$ cat src/hdl/rfc_epoch_pkg.sv
// Package for the RFC 3339 timestamp to epoch block: item structs, state enums,
// arithmetic constants and the month offset table. No dependencies.
package rfc_epoch_pkg;

   localparam int EPOCH_W = 38;
   localparam int ACC_W   = 43;
   localparam int OPA_W   = 25;
   localparam int OPB_W   = 17;

   localparam logic [4:0]       FIXED_LAST   = 5'd18;
   localparam logic [4:0]       ZONE_LAST    = 5'd4;
   localparam logic [OPB_W-1:0] RECIP_100    = 17'd5243;
   localparam int               RECIP_SHIFT  = 19;
   localparam logic [OPB_W-1:0] DAYS_YEAR    = 17'd365;
   localparam logic [OPB_W-1:0] SECS_DAY     = 17'd86400;
   localparam logic [OPB_W-1:0] SECS_HOUR    = 17'd3600;
   localparam logic [OPB_W-1:0] SECS_MINUTE  = 17'd60;
   localparam logic [OPB_W-1:0] UNIT_ONE     = 17'd1;
   localparam logic [13:0]      ERA_SHIFT    = 14'd400;
   // Era shift, civil shift and the minus one of the day number together.
   localparam logic [OPA_W-1:0] DATE_BIAS    = 25'd865566;

   localparam logic [7:0] CH_ZERO  = 8'h30;
   localparam logic [7:0] CH_NINE  = 8'h39;
   localparam logic [7:0] CH_DASH  = 8'h2D;
   localparam logic [7:0] CH_PLUS  = 8'h2B;
   localparam logic [7:0] CH_COLON = 8'h3A;
   localparam logic [7:0] CH_DOT   = 8'h2E;
   localparam logic [7:0] CH_T     = 8'h54;
   localparam logic [7:0] CH_UZ    = 8'h5A;
   localparam logic [7:0] CH_LZ    = 8'h7A;

   typedef struct packed {
      logic [7:0] char_code;
      logic       end_of_text;
   } req_type;

   typedef struct packed {
      logic               valid_res;
      logic [EPOCH_W-1:0] epoch_seconds;
   } rsp_type;

   typedef enum logic [2:0] {
      PH_FIXED,
      PH_AFTER,
      PH_FRAC,
      PH_ZONE,
      PH_DONE
   } phase_type;

   typedef enum logic [3:0] {
      ST_PARSE,
      ST_QUO,
      ST_YEAR,
      ST_QUARTER,
      ST_CENTURY,
      ST_QUAD,
      ST_DATE,
      ST_SCALE,
      ST_HOUR,
      ST_MINUTE,
      ST_SECOND,
      ST_ZHOUR,
      ST_ZMIN,
      ST_FINISH
   } seq_state_type;

   // Days from March 1 to the first of the given month.
   function automatic logic [8:0] month_offset(input logic [6:0] month);
      logic [8:0] days;
      case (month)
         7'd3:    days = 9'd0;
         7'd4:    days = 9'd31;
         7'd5:    days = 9'd61;
         7'd6:    days = 9'd92;
         7'd7:    days = 9'd122;
         7'd8:    days = 9'd153;
         7'd9:    days = 9'd184;
         7'd10:   days = 9'd214;
         7'd11:   days = 9'd245;
         7'd12:   days = 9'd275;
         7'd1:    days = 9'd306;
         7'd2:    days = 9'd337;
         default: days = 9'd0;
      endcase
      return days;
   endfunction

   function automatic logic [6:0] add_digit(input logic [6:0] value, input logic [3:0] digit);
      logic [10:0] sum;
      sum = {4'b0, value} * 11'd10 + {7'b0, digit};
      return sum[6:0];
   endfunction

endpackage

$ cat src/hdl/rfc3339_timestamp_to_epoch_top.sv
// Top level of the RFC 3339 timestamp to epoch block: character parser and a
// sequencer around one shared multiply-accumulate unit. Uses rfc_epoch_pkg.
//
// Characters are taken one per cycle in the parse state, also while a result
// waits, except an end marker. Valid text runs the multiply-accumulate states from
// quotient to zone minutes, rejected text goes straight to the finish state, which
// loads the result; no item is taken until it is loaded. Reset is synchronous,
// active high, and returns the parser to the start of a text with no result pending.
module rfc3339_timestamp_to_epoch_top (
   input  logic                 clock,
   input  logic                 reset,
   input  logic                 req_valid,
   output logic                 req_stall,
   input  rfc_epoch_pkg::req_type req_payload,
   output logic                 rsp_valid,
   input  logic                 rsp_stall,
   output rfc_epoch_pkg::rsp_type rsp_payload
);
   import rfc_epoch_pkg::*;

   seq_state_type state_ff, state_in;
   phase_type     phase_ff, phase_in;
   logic [4:0]    pos_ff, pos_in;
   logic          rej_ff, rej_in;
   logic [13:0]   year_ff, year_in;
   logic [6:0]    month_ff, month_in, day_ff, day_in, hour_ff, hour_in;
   logic [6:0]    minute_ff, minute_in, second_ff, second_in;
   logic          zneg_ff, zneg_in;
   logic [6:0]    zhour_ff, zhour_in, zmin_ff, zmin_in;
   logic          ok_ff, ok_in;
   logic [6:0]    quo_ff, quo_in;
   logic signed [ACC_W-1:0] acc_ff, acc_in;
   logic          rsp_valid_ff, rsp_valid_in;
   rsp_type       rsp_data_ff, rsp_data_in;

   logic                    req_fire, is_dig, reject_now, text_ok, slot_free;
   logic [3:0]              dig;
   logic [7:0]              ch;
   logic [13:0]             year_adj;
   logic [OPA_W-1:0]        op_a;
   logic [OPB_W-1:0]        op_b;
   logic                    op_load, op_sub;
   logic signed [ACC_W-1:0] product;
   logic [17:0]             year_sum;

   assign slot_free = !rsp_valid_ff || !rsp_stall;
   assign req_stall = (state_ff != ST_PARSE) || (rsp_valid_ff && req_payload.end_of_text);
   assign req_fire  = req_valid && !req_stall;
   assign ch        = req_payload.char_code;
   assign is_dig    = (ch >= CH_ZERO) && (ch <= CH_NINE);
   assign dig       = 4'(ch - CH_ZERO);
   assign year_sum  = {4'b0, year_ff} * 18'd10 + {14'b0, dig};

   assign text_ok = !rej_ff && (phase_ff == PH_AFTER || phase_ff == PH_FRAC ||
                    phase_ff == PH_DONE) && month_ff >= 7'd1 && month_ff <= 7'd12 &&
                    day_ff >= 7'd1 && day_ff <= 7'd31 && hour_ff <= 7'd23 &&
                    minute_ff <= 7'd59 && second_ff <= 7'd60 && zhour_ff <= 7'd23 &&
                    zmin_ff <= 7'd59;

   assign year_adj = year_ff + ERA_SHIFT - {13'b0, (month_ff <= 7'd2)};

   assign product = ACC_W'($signed(op_a) * $signed({1'b0, op_b}));

   always_comb begin
      phase_in     = phase_ff;
      pos_in       = pos_ff;
      rej_in       = rej_ff;
      year_in      = year_ff;
      month_in     = month_ff;
      day_in       = day_ff;
      hour_in      = hour_ff;
      minute_in    = minute_ff;
      second_in    = second_ff;
      zneg_in      = zneg_ff;
      zhour_in     = zhour_ff;
      zmin_in      = zmin_ff;
      reject_now   = 1'b0;
      if (req_fire && !req_payload.end_of_text && !rej_ff) begin
         case (phase_ff)
            PH_FIXED: begin
               case (pos_ff)
                  5'd4, 5'd7: reject_now = (ch != CH_DASH);
                  5'd10:      reject_now = (ch != CH_T);
                  5'd13, 5'd16: reject_now = (ch != CH_COLON);
                  default: begin
                     if (!is_dig) begin
                        reject_now = 1'b1;
                     end else if (pos_ff < 5'd4) begin
                        year_in = year_sum[13:0];
                     end else if (pos_ff < 5'd7) begin
                        month_in = add_digit(month_ff, dig);
                     end else if (pos_ff < 5'd10) begin
                        day_in = add_digit(day_ff, dig);
                     end else if (pos_ff < 5'd13) begin
                        hour_in = add_digit(hour_ff, dig);
                     end else if (pos_ff < 5'd16) begin
                        minute_in = add_digit(minute_ff, dig);
                     end else begin
                        second_in = add_digit(second_ff, dig);
                     end
                  end
               endcase
               if (!reject_now) begin
                  if (pos_ff == FIXED_LAST) begin
                     phase_in = PH_AFTER;
                     pos_in   = 5'd0;
                  end else begin
                     pos_in = pos_ff + 5'd1;
                  end
               end
            end
            PH_AFTER, PH_FRAC: begin
               if (phase_ff == PH_AFTER && ch == CH_DOT) begin
                  phase_in = PH_FRAC;
               end else if (phase_ff == PH_FRAC && is_dig) begin
                  phase_in = PH_FRAC;
               end else if (ch == CH_UZ || ch == CH_LZ) begin
                  phase_in = PH_DONE;
               end else if (ch == CH_PLUS || ch == CH_DASH) begin
                  zneg_in  = (ch == CH_DASH);
                  phase_in = PH_ZONE;
                  pos_in   = 5'd0;
               end else begin
                  reject_now = 1'b1;
               end
            end
            PH_ZONE: begin
               if (pos_ff == 5'd2) begin
                  reject_now = (ch != CH_COLON);
               end else if (!is_dig) begin
                  reject_now = 1'b1;
               end else if (pos_ff < 5'd2) begin
                  zhour_in = add_digit(zhour_ff, dig);
               end else begin
                  zmin_in = add_digit(zmin_ff, dig);
               end
               if (!reject_now) begin
                  if (pos_ff == ZONE_LAST) begin
                     phase_in = PH_DONE;
                     pos_in   = 5'd0;
                  end else begin
                     pos_in = pos_ff + 5'd1;
                  end
               end
            end
            default: reject_now = 1'b1;
         endcase
         if (reject_now) begin
            rej_in = 1'b1;
         end
      end
      if (state_ff == ST_FINISH && slot_free) begin
         phase_in  = PH_FIXED;
         pos_in    = 5'd0;
         rej_in    = 1'b0;
         year_in   = 14'd0;
         month_in  = 7'd0;
         day_in    = 7'd0;
         hour_in   = 7'd0;
         minute_in = 7'd0;
         second_in = 7'd0;
         zneg_in   = 1'b0;
         zhour_in  = 7'd0;
         zmin_in   = 7'd0;
      end
   end

   always_comb begin
      state_in     = state_ff;
      ok_in        = ok_ff;
      quo_in       = quo_ff;
      acc_in       = acc_ff;
      op_a         = {OPA_W{1'b0}};
      op_b         = UNIT_ONE;
      op_load      = 1'b0;
      op_sub       = 1'b0;
      rsp_valid_in = rsp_valid_ff && rsp_stall;
      rsp_data_in  = rsp_data_ff;
      case (state_ff)
         ST_PARSE: begin
            if (req_fire && req_payload.end_of_text) begin
               ok_in    = text_ok;
               acc_in   = {ACC_W{1'b0}};
               state_in = text_ok ? ST_QUO : ST_FINISH;
            end
         end
         ST_QUO: begin
            op_a     = OPA_W'(year_adj);
            op_b     = RECIP_100;
            quo_in   = product[RECIP_SHIFT+6:RECIP_SHIFT];
            state_in = ST_YEAR;
         end
         ST_YEAR: begin
            op_a     = OPA_W'(year_adj);
            op_b     = DAYS_YEAR;
            op_load  = 1'b1;
            state_in = ST_QUARTER;
         end
         ST_QUARTER: begin
            op_a     = OPA_W'(year_adj[13:2]);
            state_in = ST_CENTURY;
         end
         ST_CENTURY: begin
            op_a     = OPA_W'(quo_ff);
            op_sub   = 1'b1;
            state_in = ST_QUAD;
         end
         ST_QUAD: begin
            op_a     = OPA_W'(quo_ff[6:2]);
            state_in = ST_DATE;
         end
         ST_DATE: begin
            op_a     = OPA_W'(month_offset(month_ff)) + OPA_W'(day_ff) - DATE_BIAS;
            state_in = ST_SCALE;
         end
         ST_SCALE: begin
            op_a     = acc_ff[OPA_W-1:0];
            op_b     = SECS_DAY;
            op_load  = 1'b1;
            state_in = ST_HOUR;
         end
         ST_HOUR: begin
            op_a     = OPA_W'(hour_ff);
            op_b     = SECS_HOUR;
            state_in = ST_MINUTE;
         end
         ST_MINUTE: begin
            op_a     = OPA_W'(minute_ff);
            op_b     = SECS_MINUTE;
            state_in = ST_SECOND;
         end
         ST_SECOND: begin
            op_a     = OPA_W'(second_ff);
            state_in = ST_ZHOUR;
         end
         ST_ZHOUR: begin
            op_a     = OPA_W'(zhour_ff);
            op_b     = SECS_HOUR;
            op_sub   = !zneg_ff;
            state_in = ST_ZMIN;
         end
         ST_ZMIN: begin
            op_a     = OPA_W'(zmin_ff);
            op_b     = SECS_MINUTE;
            op_sub   = !zneg_ff;
            state_in = ST_FINISH;
         end
         ST_FINISH: begin
            if (slot_free) begin
               rsp_valid_in              = 1'b1;
               rsp_data_in.valid_res     = ok_ff && !acc_ff[ACC_W-1];
               rsp_data_in.epoch_seconds = (ok_ff && !acc_ff[ACC_W-1]) ?
                                           acc_ff[EPOCH_W-1:0] : {EPOCH_W{1'b0}};
               state_in                  = ST_PARSE;
            end
         end
         default: state_in = ST_PARSE;
      endcase
      if (state_ff != ST_PARSE && state_ff != ST_QUO && state_ff != ST_FINISH) begin
         if (op_load) begin
            acc_in = product;
         end else if (op_sub) begin
            acc_in = acc_ff - product;
         end else begin
            acc_in = acc_ff + product;
         end
      end
   end

   always_ff @(posedge clock) begin
      if (reset) begin
         state_ff     <= ST_PARSE;
         phase_ff     <= PH_FIXED;
         pos_ff       <= 5'd0;
         rej_ff       <= 1'b0;
         year_ff      <= 14'd0;
         month_ff     <= 7'd0;
         day_ff       <= 7'd0;
         hour_ff      <= 7'd0;
         minute_ff    <= 7'd0;
         second_ff    <= 7'd0;
         zneg_ff      <= 1'b0;
         zhour_ff     <= 7'd0;
         zmin_ff      <= 7'd0;
         ok_ff        <= 1'b0;
         rsp_valid_ff <= 1'b0;
      end else begin
         state_ff     <= state_in;
         phase_ff     <= phase_in;
         pos_ff       <= pos_in;
         rej_ff       <= rej_in;
         year_ff      <= year_in;
         month_ff     <= month_in;
         day_ff       <= day_in;
         hour_ff      <= hour_in;
         minute_ff    <= minute_in;
         second_ff    <= second_in;
         zneg_ff      <= zneg_in;
         zhour_ff     <= zhour_in;
         zmin_ff      <= zmin_in;
         ok_ff        <= ok_in;
         rsp_valid_ff <= rsp_valid_in;
      end
   end

   always_ff @(posedge clock) begin
      quo_ff      <= quo_in;
      acc_ff      <= acc_in;
      rsp_data_ff <= rsp_data_in;
   end

   assign rsp_valid   = rsp_valid_ff;
   assign rsp_payload = rsp_data_ff;

endmodule
$ cat config.mk
export PLATFORM = sky130hd
export DESIGN_NAME = rfc3339_timestamp_to_epoch_top
export DESIGN_NICKNAME = d
export VERILOG_FILES = /design/src/hdl/rfc_epoch_pkg.sv /design/src/hdl/rfc3339_timestamp_to_epoch_top.sv
export SDC_FILE = /design/constraint.sdc
export NUM_CORES = 1
export LEC_CHECK = 0
export BUFFER_PORTS_ARGS = -buffer_cell sky130_fd_sc_hd__buf_4
export CORE_UTILIZATION = 66
export DETAILED_ROUTE_END_ITERATION = 8
export GPL_TIMING_DRIVEN = 1
export PLACE_DENSITY_LB_ADDON = 0.2
export REMOVE_ABC_BUFFERS = 1
export SYNTH_ARGS = -nofsm -noshare
export SYNTH_HDL_FRONTEND = slang
export SYNTH_SLANG_ARGS = --single-unit
export TNS_END_PERCENT = 10
$ cat constraint.sdc
create_clock -name clock -period 29.8 [get_ports clock]
set_input_delay 5.96 -clock clock [delete_from_list [all_inputs] [get_ports clock]]
set_output_delay 5.96 -clock clock [all_outputs]
set_load 0.03 [all_outputs]
======== Word-level counts from Yosys, hierarchy flattened ========
Memories as Yosys holds them, arrays and structs flattened. A register that Yosys moved wholly into a read port is not among the register bits.
Cells that the tools add are included.
word-level totals
  input bits .............................. 13
  memories ................................ 1
  logic and storage cells ................. 238
  ROM bits ................................ 144
  register bits after elaboration ......... 168
  output and inout bits ................... 41
cells by class
  magnitude comparators ................... 18
  bitwise logic cells ..................... 11
  $mul .................................... 9
  reduce and logical (&&, ||, !) cells .... 69
  eq/ne operators ......................... 45
  multiplexer cells ....................... 50
  add/subtract/negate cells ............... 16
memories
  memory            words  bits a word  rd ports  clocked after memory_dff  write ports  RTL line             source
  (name not given)  16     9            1         1                         0            rfc_epoch_pkg.sv:71  case (month)
operators by type and width
  kind                                                                               count
  25-bit one-hot mux with 11 select lines                                            1
  43-bit 2-to-1 mux                                                                  5
  17-bit one-hot mux with 5 select lines                                             1
  4-bit one-hot mux with 14 select lines                                             1
  7-bit by 4-bit adder with 7-bit output                                             7
  7-bit by 3-bit multiplier with 6-bit output (second input constant)                7
  43-bit adder                                                                       1
  25-bit by 18-bit multiplier with 43-bit output                                     1
  43-bit subtractor                                                                  1
  5-bit 2-to-1 mux                                                                   8
  4-bit equality test (second input constant)                                        6
  8-bit by 6-bit equality test with 1-bit output (second input constant)             3
  3-bit 2-to-1 mux                                                                   8
  1-bit logical AND                                                                  23
  7-bit by 5-bit less-or-equal comparator with 1-bit output (second input constant)  3
  7-bit by 6-bit less-or-equal comparator with 1-bit output (second input constant)  3
  10-bit by 20-bit subtractor with 21-bit output (second input constant)             1
  4-bit 2-to-1 mux                                                                   5
  2-bit != test (second input constant)                                              10
  9-bit 2-to-1 mux                                                                   2
  9-bit AND reduction                                                                2
  2-bit OR reduction                                                                 9
  4-bit by 3-bit equality test with 1-bit output (second input constant)             4
  8-bit by 7-bit equality test with 1-bit output (second input constant)             2
  other kinds (49)                                                                   104

======== Longest topological paths before layout ========
  depth after elaboration ................. 16
  mapped depth ............................ 55
  mapped depth without buffers ............ 53

======== Worst setup path before layout ========
Ideal clock, no wire load.
  path kind ............................... register to register
  start ................................... register month_ff[4]
  end ..................................... register acc_ff[41], data pin
  path slack .............................. 16.950 ns
  required time ........................... 29.653 ns
  path buffers ............................ 2
  clock period less this slack ............ 12.850 ns
  library setup time ...................... 0.147 ns
  stages on the path, launching flop included .. 54
  arrival time ............................ 12.703 ns
  cells stage by stage .................... dfxtp_1 nor3_1 clkbuf_1 inv_1 a2111oi_0 ha_1 inv_1 ha_1 fa_1 a21o_1 a21oi_1 o21ai_0 a211oi_1 o21ai_0 a21o_1 a21oi_1 xnor2_1 a2111oi_1 (+18 left out) buf_6 nor4_4 and3_2 nor2_1 xnor2_1 ha_1 and3_1 nand2_1 o221ai_1 a21o_1 a21oi_1 o21ai_0 o41ai_1 o211ai_1 a221oi_1 xnor2_1 nand2_1 a21oi_1
between the ends
  longest elaborated chain between the ends .. 11
  elaborated cells on any way between the ends .. 14
  classes of those cells .................. add/sub (5); mul (1); order compare (1); mux (6); reduce/logical (1)
ends and longest elaborated chain
  item                                                RTL line                                                                      source
  start, declared                                     rfc3339_timestamp_to_epoch_top.sv:26                                          logic [6:0] month_ff, month_in, day_ff, day_in, hour_ff, hour_in;
  start signal, assigned                              rfc3339_timestamp_to_epoch_top.sv:293                                         month_ff <= month_in;
  3-bit logical NOT                                   rfc_epoch_pkg.sv:71
  9-bit 2-to-1 mux                                    rfc_epoch_pkg.sv:71
  9-bit 2-to-1 mux                                    rfc3339_timestamp_to_epoch_top.sv:179                                         case (state_ff)
  9-bit by 7-bit adder with 10-bit output             rfc3339_timestamp_to_epoch_top.sv:213                                         op_a = OPA_W'(month_offset(month_ff)) + OPA_W'(day_ff) - DATE_BIAS;
  10-bit by 20-bit subtractor with 21-bit output      rfc3339_timestamp_to_epoch_top.sv:213
  25-bit one-hot mux with 11 select lines (*)         rfc3339_timestamp_to_epoch_top.sv:179
  25-bit by 18-bit multiplier with 43-bit output (*)  rfc3339_timestamp_to_epoch_top.sv:62                                          assign product = ACC_W'($signed(op_a) * $signed({1'b0, op_b}));
  named net product[25]                               rfc3339_timestamp_to_epoch_top.sv:43                                          logic signed [ACC_W-1:0] product;
  43-bit adder or 43-bit subtractor (tied branches)   rfc3339_timestamp_to_epoch_top.sv:265, rfc3339_timestamp_to_epoch_top.sv:263
  43-bit 2-to-1 mux (*)                               rfc3339_timestamp_to_epoch_top.sv:262                                         end else if (op_sub) begin
  43-bit 2-to-1 mux (*)                               rfc3339_timestamp_to_epoch_top.sv:260                                         if (op_load) begin
  43-bit 2-to-1 mux (*)                               rfc3339_timestamp_to_epoch_top.sv:259                                         if (state_ff != ST_PARSE && state_ff != ST_QUO && state_ff != ST_FINISH) begin
  end signal, assigned                                rfc3339_timestamp_to_epoch_top.sv:308                                         acc_ff <= acc_in;
  end, declared                                       rfc3339_timestamp_to_epoch_top.sv:32                                          logic signed [ACC_W-1:0] acc_ff, acc_in;
The timed path passes the listed nets; every way through them passes the cells marked *. The select of a mux whose other input is x is not followed.
A chain may end at the register's enable or synchronous reset.

======== Worst setup path in the final report ========
Same ends and word-level chain as after synthesis.

==> results.sh <==
export IMPL_status="finished, final reports clean"
export IMPL_gr_total_overflow=0
export IMPL_post_cts_repair_setup_buffers=0
export IMPL_grt_usage=0.3755
export IMPL_fmax_ghz=0.06790
export IMPL_h_tree_depth=4
export IMPL_period_minus_slack_ps=14730
export IMPL_synthToLayoutAreaGrowth_pct=7.076
export IMPL_grt_max_degree=61
export IMPL_routed_wirelength_microns=77820
export IMPL_num_vias=22701
export IMPL_die_w_microns=208.6
export IMPL_cts_reportedPaths_clkPinSlew_ps=80
export IMPL_fin_skew_ps=18.32
export IMPL_routedWlPerCell_microns=20.30
export IMPL_final_cell_mix="577 x inv_1, 380 x fa_1, 279 x ha_1, 230 x nor2_1, 204 x nand2_1"
export IMPL_synth_simple_area_share=0.1523
export IMPL_clockBufferDepth=2
export IMPL_grt_first_pass_wirelength_microns=126000
export IMPL_filler_cell_count=3271
export IMPL_place_port_buffers=53
export IMPL_yosysUniqueCellTypes=96
export IMPL_ys_warnings_count=0
export IMPL_synth_edf_count=89
export IMPL_synth_top_family_by_area="adder cells"
export IMPL_cts_repair_resized=0
export IMPL_cp_data_arrival_time_ps=15080
export IMPL_hold_depth=2
export IMPL_async_flop_share=0
export IMPL_hold_path_class="flop to flop"
export IMPL_drc=0
export IMPL_finalCritPeriodShare=0.4942
export IMPL_syn_inst=3145
export IMPL_rsz0062_at_grt="no"
export IMPL_netlist_area_sq_um=28170
export IMPL_gp_congestion=1.003
export IMPL_ys_ff_latch=177
export IMPL_coreArea_sq_um=42040
export IMPL_reg2reg_from="month_ff[4]"
export IMPL_crit_type="flop to flop"
export IMPL_cp_data_required_time_ps=30150
export IMPL_reg2reg_depth=49
export IMPL_fin_setup_tns_ps=0
export IMPL_final_common_cell="inv_1"
export IMPL_rrSetupSlack_ps=15070
export IMPL_cts_tree="built"
export IMPL_drv_slew=0
export IMPL_first_global_vias=23737
export IMPL_cap_violations=0
export IMPL_layout_nets=3954
export IMPL_boundaryPins=54
export IMPL_slowest_stage="a2111oi_0"
export IMPL_cts_hold_buf=0
export IMPL_synth_compound_area_share=0.1228
export IMPL_synth_mux_area_frac=0.02199
export IMPL_vias_per_cell=5.921
export IMPL_grt_antenna_before_repair=1
export IMPL_syn_area_per_cell_sq_um=8.956
export IMPL_r2r_end="acc_ff[41]"
export IMPL_fp_row_count=75
export IMPL_cp_slowest_stage_delay_ps=1120
export IMPL_start_util=0.6700
export IMPL_drtPass1Iterations=7
export IMPL_die_h_microns=208.6
export IMPL_clock_latency_ps=500
export IMPL_cp_start_kind="flop"
export IMPL_yosysSeqAreaShare=0.1574
export IMPL_setup_viol=0
export IMPL_hold_ws_ps=509.6
export IMPL_clock_sinks=177
export IMPL_path_max_fanout=11
export IMPL_worst_pin_slew_ps=1278
export IMPL_root_buffer="clkbuf_16"
export IMPL_cts_buffers=17
export IMPL_synthFlopType="edfxtp_1"
export IMPL_final_hold_viol_count=0
export IMPL_drt_antenna_violating_nets=0
export IMPL_yosys_area_share_adder=0.3944
export IMPL_drtIter0Drc=2177
export IMPL_finish_utilization=0.7174
export IMPL_worst_slack_ps=15070
export IMPL_cp_startpoint="month_ff[4]"
export IMPL_drive_gt1_frac=0.04886
export IMPL_max_slew_margin_rel=0.1262
export IMPL_min_to="ok_ff"
export IMPL_dieArea_sq_um=43510
export IMPL_dp_hpwl_microns=64110
export IMPL_antenna_cells=0
export IMPL_hp_start="ok_ff"
export IMPL_pre_cts_ws_ps=15260
export IMPL_yosys_area_share_xor_xnor=0.06032
export IMPL_end_kind="flop"
-- flip-flops by register name, indices dropped and copies added (netlist names), named ones only --
name,count
minute_ff,7
rej_ff,1
rsp_payload,39
state_ff,4
day_ff,7
acc_ff,43
quo_ff,7
rsp_valid,1
zhour_ff,7
ok_ff,1
zmin_ff,7
second_ff,7
pos_ff,5
month_ff,7
phase_ff,3
zneg_ff,1
hour_ff,7
year_ff,14
-- layout make-up --
cell class	count	area (sq um)	share of cell area
Multi-Input combinational cell	2432	21740	0.7207
Sequential cell	177	4434	0.1470
Inverter	578	2170	0.07194
Tap cell	539	674.4	0.02236
Timing Repair Buffer	76	570.5	0.01892
Clock buffer	18	429.2	0.01423
Clock inverter	14	145.1	0.004812
-- cells by family after synthesis --
| group | after synthesis |
|---|---|
| buffers and inverters | 668 |
| adders and majority gates | 660 |
| and+or+nand+nor | 847 |
| muxes | 60 |
| xor gates and xnor gates | 194 |
| other | 2 |
| DFF | 177 |
| AOI/OAI and AO/OA | 537 |
-- worst max-delay path, delay by kind of cell (launching register included) --
family | cells | cell delay, ps
AOI/OAI and AO/OA | 19 | 6000
adders and majority gates | 11 | 4560
and+or+nand+nor | 9 | 2780
xor gates and xnor gates | 3 | 460
buffers and inverters | 7 | 410
DFF | 1 | 330
-- per-layer routing --
metal	share of wire	track usage	vias up
met5	0	0	-
met4	0.042	0.1608	0
met3	0.082	0.08581	201
met2	0.48	0.6253	940
met1	0.40	0.4707	11116
li1	-	-	10444
-- through the flow --
stage	instances	instance area, sq um
4_1_cts	3834	30160
5_1_grt	3834	30160
3_5_place_dp	3802	29590
3_3_place_gp	3802	29590
6_report	3834	30160
2_1_floorplan	3187	28280
-- cell usage after synthesis, drive strengths merged, types with 7 or more instances --
cell type	instances	area, sq um
a2111oi	10	108.9
a211o	9	78.83
a211oi	43	322.8
a21boi	9	67.56
a21o	54	405.4
a21oi	196	1007
a31oi	12	75.07
and2	110	688.2
and3	17	107.6
and4	9	82.58
buf	18	111.4
clkbuf	72	270.3
dfxtp	88	1762
edfxtp	89	2673
fa	380	7607
ha	279	3491
inv	577	2166
mux2i	54	540.5
nand2	206	775.8
nand2b	35	219.0
nand3	46	230.2
nand3b	9	67.56
nand4	16	100.1
nor2	231	867.1
nor2b	37	231.5
nor3	40	215.2
nor3b	18	135.1
nor4	17	136.4
o211ai	10	75.07
o21a	11	82.58
o21ai	94	470.5
o21bai	18	135.1
o22ai	9	56.30
o31ai	8	73.82
or2	14	87.59
or3	13	86.33
or4	7	56.30
xnor2	140	1226
xor2	54	473.0
-- worst max-delay path by stage --
stage	end	depth (start not counted)
4_1_cts	acc_ff[41]	52
2_1_floorplan	acc_ff[41]	51
6_report	acc_ff[41]	49
3_5_place_dp	acc_ff[41]	52
3_3_place_gp	acc_ff[42]	50
5_1_grt	acc_ff[41]	52
Power is not shown: default switching activity piles up to over one toggle a cycle in this logic, so the estimate is an artifact.
